`src/hdl/fcs_pkg.sv`:
```
// Shared types, codes and constants for the FPGA configuration supervisor.
package fcs_pkg;

    // Port widths
    localparam int CFG_INDEX_W = 8;
    localparam int CFG_DATA_W  = 32;
    localparam int TICK_W      = 32;
    localparam int S_TDATA_W   = 40;
    localparam int M_TDATA_W   = 16;

    // Configuration register indexes
    localparam logic [CFG_INDEX_W-1:0] REG_PINS_MONITORED = 8'd0;
    localparam logic [CFG_INDEX_W-1:0] REG_LOAD_TIMEOUT   = 8'd1;
    localparam logic [CFG_INDEX_W-1:0] REG_DETECT_TIMEOUT = 8'd2;
    localparam logic [CFG_INDEX_W-1:0] REG_ERROR_HOLD     = 8'd3;
    localparam logic [CFG_INDEX_W-1:0] REG_POLL_INTERVAL  = 8'd4;

    // Configuration reset values
    localparam logic [TICK_W-1:0] LOAD_TIMEOUT_RST   = 32'd5000;
    localparam logic [TICK_W-1:0] DETECT_TIMEOUT_RST = 32'd1000;
    localparam logic [TICK_W-1:0] ERROR_HOLD_RST     = 32'd1000;
    localparam logic [TICK_W-1:0] POLL_INTERVAL_RST  = 32'd1000;

    // Presence mark codes
    localparam logic [1:0] MARK_NONE    = 2'd0;
    localparam logic [1:0] MARK_UNKNOWN = 2'd1;
    localparam logic [1:0] MARK_FAILED  = 2'd2;

    // Timeout event codes
    localparam logic [1:0] TMO_NONE   = 2'd0;
    localparam logic [1:0] TMO_LOAD   = 2'd1;
    localparam logic [1:0] TMO_DETECT = 2'd2;

    typedef enum logic [2:0] {
        ST_STANDBY = 3'd0,
        ST_LOAD    = 3'd1,
        ST_RESET   = 3'd2,
        ST_RUN     = 3'd3,
        ST_PAUSE   = 3'd4,
        ST_ERROR   = 3'd5
    } state_t;

    typedef struct packed {
        logic              pins_monitored;
        logic [TICK_W-1:0] load_timeout;
        logic [TICK_W-1:0] detect_timeout;
        logic [TICK_W-1:0] error_hold;
        logic [TICK_W-1:0] poll_interval;
    } cfg_t;

    typedef struct packed {
        logic [TICK_W-1:0] now_tick;
        logic              power_enable;
        logic              core_power_ok;
        logic              init_pin;
        logic              done_pin;
        logic              detect_ok;
        logic              refresh_ok;
    } poll_t;

    typedef struct packed {
        state_t     fsm_state;
        logic [1:0] present_mark;
        logic       detect_used;
        logic       refresh_used;
        logic [1:0] timeout_event;
    } result_t;

endpackage

```
`src/hdl/fcs_cfg_regs.sv`:
```
// Configuration register bank of the FPGA configuration supervisor.
module fcs_cfg_regs (
    input  logic                           aclk,
    input  logic                           aresetn,
    input  logic                           cfg_valid,
    output logic                           cfg_ready,
    input  logic [fcs_pkg::CFG_INDEX_W-1:0] cfg_index,
    input  logic [fcs_pkg::CFG_DATA_W-1:0]  cfg_data,
    output fcs_pkg::cfg_t                  cfg
);
    import fcs_pkg::*;

    cfg_t cfg_reg;
    cfg_t cfg_next;

    assign cfg_ready = 1'b1;
    assign cfg       = cfg_reg;

    // Decode a write transfer; unknown indexes are dropped
    always_comb begin
        cfg_next = cfg_reg;
        if (cfg_valid) begin
            unique case (cfg_index)
                REG_PINS_MONITORED: cfg_next.pins_monitored = cfg_data[0];
                REG_LOAD_TIMEOUT:   cfg_next.load_timeout   = cfg_data;
                REG_DETECT_TIMEOUT: cfg_next.detect_timeout = cfg_data;
                REG_ERROR_HOLD:     cfg_next.error_hold     = cfg_data;
                REG_POLL_INTERVAL:  cfg_next.poll_interval  = cfg_data;
                default:            cfg_next = cfg_reg;
            endcase
        end
    end

    always_ff @(posedge aclk) begin
        if (!aresetn) begin
            cfg_reg.pins_monitored <= 1'b1;
            cfg_reg.load_timeout   <= LOAD_TIMEOUT_RST;
            cfg_reg.detect_timeout <= DETECT_TIMEOUT_RST;
            cfg_reg.error_hold     <= ERROR_HOLD_RST;
            cfg_reg.poll_interval  <= POLL_INTERVAL_RST;
        end else begin
            cfg_reg <= cfg_next;
        end
    end

endmodule

```
`src/hdl/fcs_step_logic.sv`:
```
// Next-state and flag logic for one poll of the supervisor.
module fcs_step_logic (
    input  fcs_pkg::state_t              state,
    input  logic [fcs_pkg::TICK_W-1:0]   entry_tick,
    input  fcs_pkg::poll_t               poll,
    input  fcs_pkg::cfg_t                cfg,
    output fcs_pkg::result_t             res,
    output logic                         state_chg
);
    import fcs_pkg::*;

    logic              init_lv;
    logic              done_lv;
    logic              power;
    logic              enable;
    logic              done;
    logic [TICK_W-1:0] elapsed;

    // Qualify pins and power
    assign init_lv = cfg.pins_monitored ? poll.init_pin : 1'b1;
    assign done_lv = cfg.pins_monitored ? poll.done_pin : 1'b1;
    assign power   = poll.power_enable & poll.core_power_ok;
    assign enable  = power & init_lv;
    assign done    = power & done_lv;
    assign elapsed = poll.now_tick - entry_tick;

    // Later rules within a state override earlier ones
    always_comb begin
        res.fsm_state     = state;
        res.present_mark  = MARK_NONE;
        res.detect_used   = 1'b0;
        res.refresh_used  = 1'b0;
        res.timeout_event = TMO_NONE;
        unique case (state)
            ST_STANDBY: begin
                res.present_mark = MARK_UNKNOWN;
                if (enable) res.fsm_state = ST_LOAD;
            end
            ST_LOAD: begin
                if (!enable) res.fsm_state = ST_STANDBY;
                if (done) res.fsm_state = ST_RESET;
                if (elapsed > cfg.load_timeout) begin
                    res.fsm_state     = ST_ERROR;
                    res.timeout_event = TMO_LOAD;
                end
            end
            ST_RESET: begin
                res.detect_used = 1'b1;
                if (!power) res.fsm_state = ST_STANDBY;
                if (poll.detect_ok) res.fsm_state = ST_RUN;
                if (elapsed > cfg.detect_timeout) begin
                    res.fsm_state     = ST_ERROR;
                    res.timeout_event = TMO_DETECT;
                end
            end
            ST_RUN: begin
                res.refresh_used = 1'b1;
                res.fsm_state    = poll.refresh_ok ? ST_PAUSE : ST_ERROR;
            end
            ST_PAUSE: begin
                if (!done) res.fsm_state = ST_STANDBY;
                if (elapsed > cfg.poll_interval) res.fsm_state = ST_RUN;
            end
            ST_ERROR: begin
                res.present_mark = MARK_FAILED;
                if (elapsed > cfg.error_hold) res.fsm_state = ST_STANDBY;
            end
            default: res.fsm_state = state;
        endcase
    end

    assign state_chg = (res.fsm_state != state);

endmodule

```
`src/hdl/fpga_config_supervisor_fsm_unit.sv`:
```
// Top level of the FPGA configuration supervisor: poll register, state and result register.
//
//  channel  | dir | handshake          | payload
//  ---------+-----+--------------------+--------------------------------------
//  s_       | in  | s_tvalid/s_tready  | s_tdata: one poll
//  m_       | out | m_tvalid/m_tready  | m_tdata: one result per poll
//  cfg_     | in  | cfg_valid/cfg_ready| cfg_index, cfg_data: register write
//
// A poll passes from the poll register through the step logic into the result
// register. One poll per cycle is sustained while results drain, bounded by
// the single state register update per poll.
// Reset (aresetn low, synchronous) returns the machine to standby with entry
// tick zero and restores the register defaults. A stalled result holds the
// pipeline; the poll register takes a poll while the result waits only if it is empty.
module fpga_config_supervisor_fsm_unit (
    input  logic                            aclk,
    input  logic                            aresetn,
    input  logic                            s_tvalid,
    output logic                            s_tready,
    // [31:0] now_tick, [32] power_enable, [33] core_power_ok, [34] init_pin,
    // [35] done_pin, [36] detect_ok, [37] refresh_ok, [39:38] zero
    input  logic [fcs_pkg::S_TDATA_W-1:0]   s_tdata,
    output logic                            m_tvalid,
    input  logic                            m_tready,
    // [2:0] fsm_state, [4:3] present_mark, [5] detect_used,
    // [6] refresh_used, [8:7] timeout_event, [15:9] zero
    output logic [fcs_pkg::M_TDATA_W-1:0]   m_tdata,
    input  logic                            cfg_valid,
    output logic                            cfg_ready,
    input  logic [fcs_pkg::CFG_INDEX_W-1:0] cfg_index,
    input  logic [fcs_pkg::CFG_DATA_W-1:0]  cfg_data
);
    import fcs_pkg::*;

    cfg_t              cfg;
    poll_t             s_poll;
    poll_t             poll_reg;
    logic              in_valid_reg;
    state_t            state_reg;
    state_t            state_next;
    logic [TICK_W-1:0] entry_tick_reg;
    logic [TICK_W-1:0] entry_tick_next;
    result_t           res;
    result_t           res_reg;
    logic              m_valid_reg;
    logic              state_chg;
    logic              advance;

    fcs_cfg_regs u_cfg (
        .aclk      (aclk),
        .aresetn   (aresetn),
        .cfg_valid (cfg_valid),
        .cfg_ready (cfg_ready),
        .cfg_index (cfg_index),
        .cfg_data  (cfg_data),
        .cfg       (cfg)
    );

    // Unpack the incoming poll
    assign s_poll.now_tick      = s_tdata[31:0];
    assign s_poll.power_enable  = s_tdata[32];
    assign s_poll.core_power_ok = s_tdata[33];
    assign s_poll.init_pin      = s_tdata[34];
    assign s_poll.done_pin      = s_tdata[35];
    assign s_poll.detect_ok     = s_tdata[36];
    assign s_poll.refresh_ok    = s_tdata[37];

    // Advance when a poll is held and the result slot is free or drains
    assign advance  = in_valid_reg && (!m_valid_reg || m_tready);
    assign s_tready = !in_valid_reg || advance;

    fcs_step_logic u_step (
        .state      (state_reg),
        .entry_tick (entry_tick_reg),
        .poll       (poll_reg),
        .cfg        (cfg),
        .res        (res),
        .state_chg  (state_chg)
    );

    assign state_next      = advance ? res.fsm_state : state_reg;
    assign entry_tick_next = (advance && state_chg) ? poll_reg.now_tick : entry_tick_reg;

    // Poll register
    always_ff @(posedge aclk) begin
        if (!aresetn) begin
            in_valid_reg <= 1'b0;
        end else if (s_tready) begin
            in_valid_reg <= s_tvalid;
        end
    end

    always_ff @(posedge aclk) begin
        if (s_tvalid && s_tready) begin
            poll_reg <= s_poll;
        end
    end

    // Machine state and entry tick
    always_ff @(posedge aclk) begin
        if (!aresetn) begin
            state_reg      <= ST_STANDBY;
            entry_tick_reg <= '0;
        end else begin
            state_reg      <= state_next;
            entry_tick_reg <= entry_tick_next;
        end
    end

    // Result register
    always_ff @(posedge aclk) begin
        if (!aresetn) begin
            m_valid_reg <= 1'b0;
        end else if (advance) begin
            m_valid_reg <= 1'b1;
        end else if (m_tready) begin
            m_valid_reg <= 1'b0;
        end
    end

    always_ff @(posedge aclk) begin
        if (advance) begin
            res_reg <= res;
        end
    end

    assign m_tvalid = m_valid_reg;
    assign m_tdata  = {7'd0, res_reg.timeout_event, res_reg.refresh_used,
                       res_reg.detect_used, res_reg.present_mark, res_reg.fsm_state};

`ifndef NO_ASSERTIONS
    // A pending result always reports the state the machine now holds
    a_result_matches_state: assert property (@(posedge aclk) disable iff (!aresetn)
        m_valid_reg |-> (res_reg.fsm_state == state_reg))
        else $error("pending result state differs from machine state");

    // A timeout always lands in error
    a_timeout_to_error: assert property (@(posedge aclk) disable iff (!aresetn)
        (m_valid_reg && (res_reg.timeout_event != TMO_NONE))
            |-> (res_reg.fsm_state == ST_ERROR))
        else $error("timeout reported outside error state");

    // Detect and refresh outcomes are never consumed in the same poll
    a_single_outcome: assert property (@(posedge aclk) disable iff (!aresetn)
        m_valid_reg |-> !(res_reg.detect_used && res_reg.refresh_used))
        else $error("detect and refresh consumed together");

    // A state change records the poll tick as the entry tick
    a_entry_tick: assert property (@(posedge aclk) disable iff (!aresetn)
        (advance && state_chg) |=> (entry_tick_reg == $past(poll_reg.now_tick)))
        else $error("entry tick not taken on state change");
`endif

endmodule
```
`config.mk`:
```
export PLATFORM = sky130hd
export DESIGN_NAME = fpga_config_supervisor_fsm_unit
export DESIGN_NICKNAME = d
export VERILOG_FILES = /design/src/hdl/fcs_pkg.sv /design/src/hdl/fcs_cfg_regs.sv /design/src/hdl/fcs_step_logic.sv /design/src/hdl/fpga_config_supervisor_fsm_unit.sv
export SDC_FILE = /design/constraint.sdc
export NUM_CORES = 1
export LEC_CHECK = 0
export ABC_AREA = 0
export BUFFER_PORTS_ARGS = -buffer_cell sky130_fd_sc_hd__buf_2
export CORE_MARGIN = 2
export CORE_UTILIZATION = 30
export CTS_CLUSTER_DIAMETER = 150
export DETAILED_ROUTE_END_ITERATION = 12
export PLACE_DENSITY = 0.57
export SLEW_MARGIN = 10
export SYNTH_ARGS = -nofsm -noshare
export SYNTH_HDL_FRONTEND = slang
export SYNTH_SLANG_ARGS = --single-unit
```
`constraint.sdc`:
```
create_clock -name aclk -period 6.08 [get_ports aclk]
set_input_delay 0.304 -clock aclk [delete_from_list [all_inputs] [get_ports aclk]]
set_output_delay 0.304 -clock aclk [all_outputs]
set_load 0.005 [all_outputs]
```
* Yosys cells after proc, flatten, opt, wreduce, memory -nomap -nowiden *
Cells that the tools add are included.

cells by class
  reductions and logical operators = 15
  shift-type cells = 0
  order comparisons = 4
  div/mod/pow operators = 0
  add/subtract/negate cells = 1
  bitwise operators = 3
  eq/ne operators = 10
  $mul = 0
  multiplexer cells = 22

operator list
  kind                                                              number
  32-bit > comparator                                               4
  32-bit subtractor                                                 1
  3-bit 2-to-1 mux                                                  10
  3-bit one-hot mux with 6 select lines                             1
  8-bit by 2-bit == test with 1-bit output (second input constant)  2
  2-bit AND reduction                                               5
  8-bit by 1-bit == test with 1-bit output (second input constant)  1
  8-bit by 3-bit == test with 1-bit output (second input constant)  1
  8-bit logical NOT                                                 1
  1-bit 2-to-1 mux                                                  8
  2-bit one-hot mux with 2 select lines                             2
  3-bit by 2-bit == test with 1-bit output (second input constant)  2
  3-bit == test (second input constant)                             2
  1-bit bitwise AND                                                 3
  3-bit by 1-bit == test with 1-bit output (second input constant)  1
  1-bit logical AND                                                 3
  3-bit logical NOT                                                 1
  3-bit != test                                                     1
  1-bit logical NOT                                                 2
  1-bit logical OR                                                  2
  2-bit 2-to-1 mux                                                  1
  2-bit nonzero test                                                1

word-level totals
  RAM bits = 0
  latch bits = 0
  flip-flop bits (word level) = 213
  ROM bits = 0
  output and inout bits = 19
  word-level logic and storage cells = 76
  memories kept = 0
  input bits = 85

* Depth between registers and ports, before layout *
Gate-level depths: netlist (run 1).

  depth in word-level cells = 8
  depth in mapped cells = 27
  depth with buffers taken out = 25

* Cells and area by module *
From an unflattened synthesis (run 1), not the netlist that was laid out.

second synthesis, totals
  cells, all modules = 1422
  area total of the unflattened synthesis = 13068.8 µm²

modules (own cells, without submodules)
  module                           area an instance (µm²)  seq. area each (µm²)  instances  cells each
  fcs_step_logic                   5178.7                  0.0                   1          739
  fcs_cfg_regs                     4890.9                  2582.5                1          465
  fpga_config_supervisor_fsm_unit  2999.1                  2152.1                1          218

* Worst setup path before layout (run 1) *
OpenSTA, ideal clock, no wires.

  path kind = reg-to-reg
  from = register poll_reg[6] (netlist bit)
  to = register entry_tick_reg[10]
  data required time = 6.008 ns
  cell stages (with the launch flop) = 28
  buffers on the path = 2
  setup slack = 0.467 ns
  clock period less this slack = 5.613 ns
  library setup time = 0.072 ns
  data arrival time = 5.541 ns
  cell sequence = edfxtp_1 > inv_1 > ha_1 > inv_1 > fa_1 > a211oi_1 > nor2_1 > o22a_1 > a21bo_2 > a21o_1 > a21o_1 > a21o_1 > a21boi_1 > mux2i_1 > o2111ai_1 > ha_1 > nand4_1 > or4_4 > nor3_2 > or2_1 > o21ai_1 > or4_1 > a21o_1 > a221oi_2 > nand2b_1 > buf_6 > buf_12 > mux2i_1

between the ends
  word-level cells in the longest chain between the ends = 6
  elaborated cells on any way between the ends = 12
  those cells by class = 1 x add/sub; 4 x order compare; 1 x eq/ne; 5 x mux; 1 x reduce/logical

ends and longest elaborated chain
  what                                     RTL line                                text
  from (decl)                              fpga_config_supervisor_fsm_unit.sv:37   poll_t poll_reg;
  from (signal assigned)                   fpga_config_supervisor_fsm_unit.sv:95   poll_reg <= s_poll;
  32-bit subtractor *                      fcs_step_logic.sv:25                    assign elapsed = poll.now_tick - entry_tick;
  32-bit > comparator (on tied branches)   --
  3-bit 2-to-1 mux (on tied branches)      --
  3-bit one-hot mux with 6 select lines *  fcs_step_logic.sv:34                    unique case (state)
  3-bit != test *                          fcs_step_logic.sv:72                    assign state_chg = (res.fsm_state != state);
  1-bit logical AND *                      fpga_config_supervisor_fsm_unit.sv:82   assign entry_tick_next = (advance && state_chg) ? poll_reg.now_tick : entry_tick_reg;
  to (signal assigned)                     fpga_config_supervisor_fsm_unit.sv:106  entry_tick_reg <= entry_tick_next;
  to (decl)                                fpga_config_supervisor_fsm_unit.sv:41   logic [TICK_W-1:0] entry_tick_reg;

Mark *: on every way between the ends. The rest lies on a longest branch, timed or not.
A chain may end at the register's enable or synchronous reset.

* Worst setup path in the final report (run 1) *
  from = register poll_reg[6] (netlist bit)
  to = register entry_tick_reg[4]

Same word-level chain as after synthesis.

==> impl_metrics.toml, run 1 <==
[synthesis]
syn_avg_cell_area_um2 = 8.58
netlist_area_mm2 = 0.0128
synthTopCellsByArea = "dfxtp_1 26%, ha_1 16%, edfxtp_1 11%"
synth_top_area_share = 0.260
ys_seq_area_frac = 0.370
yosysUniqueCellTypes = 80
async_flop_share = 0
synthCells = 1492
synth_warnings = 0
ys.flop_type = "dfxtp_1"
ys_ff_latch = 213
synth_top_area_cell = "dfxtp_1"
synth-edff-count = 47

[global_route]
track_usage = 0.158
met3_usage = 0.0261
use_met2 = 0.263
grt_pass1_wl_mm = 55.6
grt_max_degree = 70
grt_pass1_vias = 10400
antenna_found_initial = 2
top_usage_layer = "met2"
globalRouteOverflowTotal = 0
grt.met1_usage = 0.213

[cells_and_area]
drive_gt1_frac = 0.142
largest_reg_flops = 129
design_area_mm2 = 0.0156
area_growth_pct = 21.6
fillers = 4290
fin_nets = 1907

[timing]
slew_violations = 0
period_needed_ns = 6.01
final-hold-violation-count = 0
tightest_slew_ns = 1.07
timing.fmax_mhz = 166
setup_viol = 0
min_period_over_period = 0.989
rsz0062_at_grt = "true"
clock_skew_ns = 0.0397
slew-limit-headroom = 0.285

[clock_network]
cts_buffers = 27
cts_max_level = 1
path_clk_slew_ns = 0.06
worst_skew_pair.late_latency_ns = 0.58
cts_tree = "built"
cts-root-buf = "clkbuf_16"
cts.sinks = 213
cts_max_path_buffers = 3

[power_and_ir_drop]
leakage_nw = 5.93
irDropWorstVdd_mv = 0.207
p_total_mw = 4.27
pwr_density_cell_mw_per_mm2 = 274

[setup_path]
criticalPathCategory = "reg -> reg"
arrival_ns = 6.52
cp.required_ns = 6.58
reg2reg_slack_ns = 0.07
crit_path_end_kind = "flop"
r2r_cells = 26
worstPathMaxFanout = 8
crit_path_start_kind = "flop"

[worst_hold_path]
hp-class = "in -> reg"
min_delay_path_depth = 3

[floorplanning]
fp.dieH_um = 211
initial_core_util = 0.304
rows = 75
fp.coreArea_mm2 = 0.0420
die_area_mm2 = 0.0443
die_w_um = 211
io_pins = 104

[route]
drtIter0Drc = 645
num_vias = 10700
wire_per_inst_um = 16.0
drtAntennaViolNets = 0
vias_per_cell = 4.81
wl_mm = 35.5
drc = 0
drtPass1Iterations = 5

[job]
maxCapViolations = 0

[outcome]
status = "finished, final reports clean"

[placement]
placed_cell_area_mm2 = 0.0140
place_hpwl_mm = 25.1
io_buffers = 93
gp_congestion = 0.872
## cells in the final DEF (no fill, tap or decap), types with 27 or more instances in the layout
master and instances:
buf_2 92, a21oi_1 76, o211ai_1 32, dfxtp_1 166, o21ai_0 27, a21boi_0 106, dlygate4sd3_1 50, edfxtp_1 47
buf_4 52, inv_1 169, nand2_1 341, ha_1 154, mux2i_1 34, clkbuf_16 29, nor2_1 35
## cells in the mapped netlist (all sizes together) (19+ instances only)
cell type and n:
edfxtp 47, a21oi 79, o21ai 31, o211ai 32, ha 159, mux2i 34
dfxtp 166, a21boi 109, nor2 37, nand3 22, xnor2 19, clkbuf 47
nand2 342, nand4 29, inv 171
## what timing repair did
| item | CTS | global route |
|---|---|---|
| hold buffers | 50 | 0 |
| gates resized for setup | 7 | 26 |
| pin swaps | 3 | 32 |
| setup buffers | 0 | 2 |
| endpoints found under the setup margin | 32 | 34 |
| hold endpoints to repair | 65 | 0 |
| gates cloned | 1 | 2 |
## worst max-delay path, cell delays in order, from the launching register on
cell	delay (ns)
edfxtp_1	0.40
inv_2	0.09
ha_4	0.13
inv_2	0.04
fa_2	0.36
a211oi_2	0.21
nor2_1	0.08
o22a_1	0.19
a21bo_2	0.22
a21o_1	0.17
a21o_1	0.15
a21o_1	0.17
a21boi_2	0.18
mux2i_1	0.25
o2111ai_2	0.22
ha_1	0.35
nand4_1	0.11
or4_4	0.55
nor3_4	0.20
or2_1	0.16
o21ai_2	0.09
or4_1	0.49
a21o_1	0.20
a221oi_2	0.21
nand2b_4	0.28
clkbuf_16	0.22
mux2i_1	0.18
## worst paths after layout
kind	from	to
hold reg to reg	entry_tick_reg[20]$_SDFFE_PN0P_	entry_tick_reg[20]$_SDFFE_PN0P_
setup reg to reg	poll_reg[6]$_DFFE_PP_	entry_tick_reg[4]$_SDFFE_PN0P_
hold / removal	cfg_data[13]	u_cfg.cfg[13]$_SDFFE_PN0P_
setup / recovery	poll_reg[6]$_DFFE_PP_	entry_tick_reg[4]$_SDFFE_PN0P_
## layer usage
| metal | share of wire | routed length [um] | vias up |
|---|---|---|---|
| li1 | - | - | 5420 |
| met1 | 0.48 | 16900 | 5001 |
| met2 | 0.46 | 16300 | 218 |
| met3 | 0.044 | 1560 | 46 |
| met4 | 0.020 | 717 | 2 |
| met5 | 0.00037 | 13 | - |
## power by group
part,internal (mW),switching (mW),total (mW)
Sequential,1.49,0.0237,1.51
Combinational,0.528,0.681,1.21
Clock,0.908,0.637,1.55
Total,2.93,1.34,4.27
## cell families (layout without fill, tap and decap cells)
| family | count (synthesis) | in the layout | share of synthesized area |
|---|---|---|---|
| simple gates | 498 | 498 | 0.171 |
| compound gates | 322 | 322 | 0.172 |
| buf+inv | 235 | 420 | 0.0832 |
| flops | 213 | 213 | 0.370 |
| fa+ha+maj | 160 | 160 | 0.157 |
| mux | 34 | 34 | 0.0266 |
| xor+xnor | 28 | 28 | 0.0192 |
| other cells | 2 | 9 | 0.000587 |
## per-stage QoR
stage                     instances  hold WS, ns  worst slack (ns)   util   TNS (ns)
after floorplan                1498        0.403             0.467      -          0
after global placement         2118        0.442           0.00105  0.332          0
after detailed placement       2118        0.449            -0.112  0.332      -2.85
after CTS                      2219     0.000269         -0.000632  0.366  -0.000632
after global routing           2223       0.0130            -0.220  0.370      -6.03
final                          2223       0.0243            0.0681  0.370          0
## cell type report
type,count,area (um2),share of cell area
multi-input combinational,1050,7190,0.462
sequential,213,4730,0.304
timing repair buffer,198,1450,0.0931
clock buffer,44,810,0.0520
tap,539,674,0.0434
inverter,172,647,0.0416
clock inverter,6,46.3,0.00298
antenna,1,2.50,0.000161
No activity file was read; power rests on OpenSTA's default activity.
==> run 2, diff against run 1 <==
- SKIP_LAST_GASP: not set -> 1
- clock period: 6.08 -> 6.3 ns (I/O delays scaled with it)
==> impl_metrics.toml, run 2 (synthesis results as in run 1) <==
[outcome]
status = "finished, final reports clean"

[floorplanning]
fp.coreArea_mm2 = 0.0420
rows = 75
initial_core_util = 0.304
io_pins = 104
die_area_mm2 = 0.0443
die_w_um = 211
fp.dieH_um = 211

[route]
drtAntennaViolNets = 0
wl_mm = 35.0
vias_per_cell = 4.79
num_vias = 10500
drtIter0Drc = 600
drtPass1Iterations = 4
wire_per_inst_um = 16.0
drc = 0

[power_and_ir_drop]
seqPwrFrac = 0.353
p_total_mw = 4.14
p_int_mw = 2.84
clockPowerShare = 0.372
leakage_nw = 5.80
swShare = 0.313
netSwitchingPower_mw = 1.29
irDropWorstVdd_mv = 0.189
comb_power_share = 0.275
pwr_density_cell_mw_per_mm2 = 270

[cells_and_area]
multiInputGateArea_mm2 = 0.00718
antenna_cells = 0
design_area_mm2 = 0.0153
largest_reg_flops = 129
final_common_cell = "nand2_1"
layout_common_cells = "341 x nand2_1, 170 x inv_1, 166 x dfxtp_1"
drive_gt1_frac = 0.130
regArea_mm2 = 0.00473
post-route-util = 0.364
area_growth_pct = 19.6
fin_nets = 1877
fillers = 4302

[setup_path]
worstPathMaxFanout = 8
crit_path_end_kind = "flop"
criticalPathCategory = "reg -> reg"
arrival_ns = 6.51
crit_path_start_kind = "flop"
cp.required_ns = 6.80

[global_route]
globalRouteOverflowTotal = 0
grt_max_degree = 107
grt_pass1_wl_mm = 55.4
track_usage = 0.157
grt_pass1_vias = 10500
antenna_found_initial = 6

[timing]
tightest_slew_ns = 1.05
final.setup.tns_ns = 0
worst_slack_ns = 0.284
slew_violations = 0
clock_skew_ns = 0.0395
rsz0062_at_grt = "true"
setup_viol = 0
min_period_over_period = 0.955
period_needed_ns = 6.02
slew-limit-headroom = 0.303
timing.fmax_mhz = 166
final-hold-violation-count = 0

[placement]
place_ws_ns = -0.0517
placed_cell_area_mm2 = 0.0138
io_buffers = 93
gp_congestion = 0.835
place_hpwl_mm = 24.5

[clock_network]
cts_max_level = 1
cts.sinks = 213
cts-root-buf = "clkbuf_16"
cts_tree = "built"
worst_skew_pair.late_latency_ns = 0.58
cts_max_path_buffers = 3
path_clk_slew_ns = 0.06
cts_buffers = 26

[job]
maxCapViolations = 0

[worst_hold_path]
hp-class = "in -> reg"
run 2: worst paths after layout:
check	startpoint	end	slack, ns	depth (start not counted)
worst max-delay path	poll_reg[10]$_DFFE_PP_	entry_tick_reg[0]$_SDFFE_PN0P_	0.28	25
worst max register to register	poll_reg[10]$_DFFE_PP_	entry_tick_reg[0]$_SDFFE_PN0P_	0.28	25
worst min-delay path	s_tvalid	in_valid_reg$_SDFFE_PN0N_	0.02	3
worst min register to register	entry_tick_reg[17]$_SDFFE_PN0P_	entry_tick_reg[17]$_SDFFE_PN0P_	0.45	2
run 2: through the flow:
step | hold WS [ns] | cells
2_1_floorplan | 0.414 | 1498
3_3_place_gp | 0.442 | 2097
3_5_place_dp | 0.450 | 2097
4_1_cts | 0.00207 | 2184
5_1_grt | 0.0158 | 2190
6_report | 0.0223 | 2190
run 2: power by group through the flow:
stage                     Clock (mW)  Combinational (mW)  Sequential (mW)
after global routing            1.64                1.28             1.46
after CTS                       1.58                1.09             1.46
final                           1.54                1.14             1.46
after floorplan                    0               0.736             1.48
after global placement             0                1.02             1.49
after detailed placement           0                1.05             1.49
run 2: layout make-up:
class,count,area share
Sequential cell,213,0.309
Inverter,172,0.0423
Tap cell,539,0.0441
Timing Repair Buffer,169,0.0787
Clock inverter,14,0.0124
Multi-Input combinational cell,1050,0.469
Clock buffer,33,0.0442
run 2: worst max-delay path: stages, from the launching register on:
cell      delay [ns]
edfxtp_1        0.40
ha_1            0.25
or3_1           0.38
or2_2           0.29
o211ai_1        0.29
a21boi_1        0.11
buf_4           0.17
o211ai_1        0.20
a21boi_1        0.11
o21ai_1         0.23
a21oi_2         0.11
a41oi_2         0.20
xnor2_2         0.11
buf_4           0.17
ha_1            0.28
nand4_1         0.12
or4_4           0.57
nor3_4          0.13
or2_1           0.16
o21ai_2         0.09
or4_1           0.48
a21o_1          0.18
a221oi_2        0.22
nand2b_4        0.26
buf_12          0.19
mux2i_2         0.22
run 2: what timing repair did:
action	in CTS	in global routing
pin swaps	1	15
cloned	1	2
hold endpoints to repair	41	0
setup buffers	0	4
setup endpoints to repair	32	32
gates resized for setup	4	25
hold buffers	39	0
run 2: metal layers:
layer / routed length (um) / part of all wire / GRT usage / vias up
met1: 16900 / 0.48 / 0.209 / 4906
li1: - / - / - / 5362
met5: 63 / 0.0018 / 0 / -
met4: 664 / 0.019 / 0.0352 / 10
met3: 1340 / 0.038 / 0.0288 / 54
met2: 16100 / 0.46 / 0.266 / 156
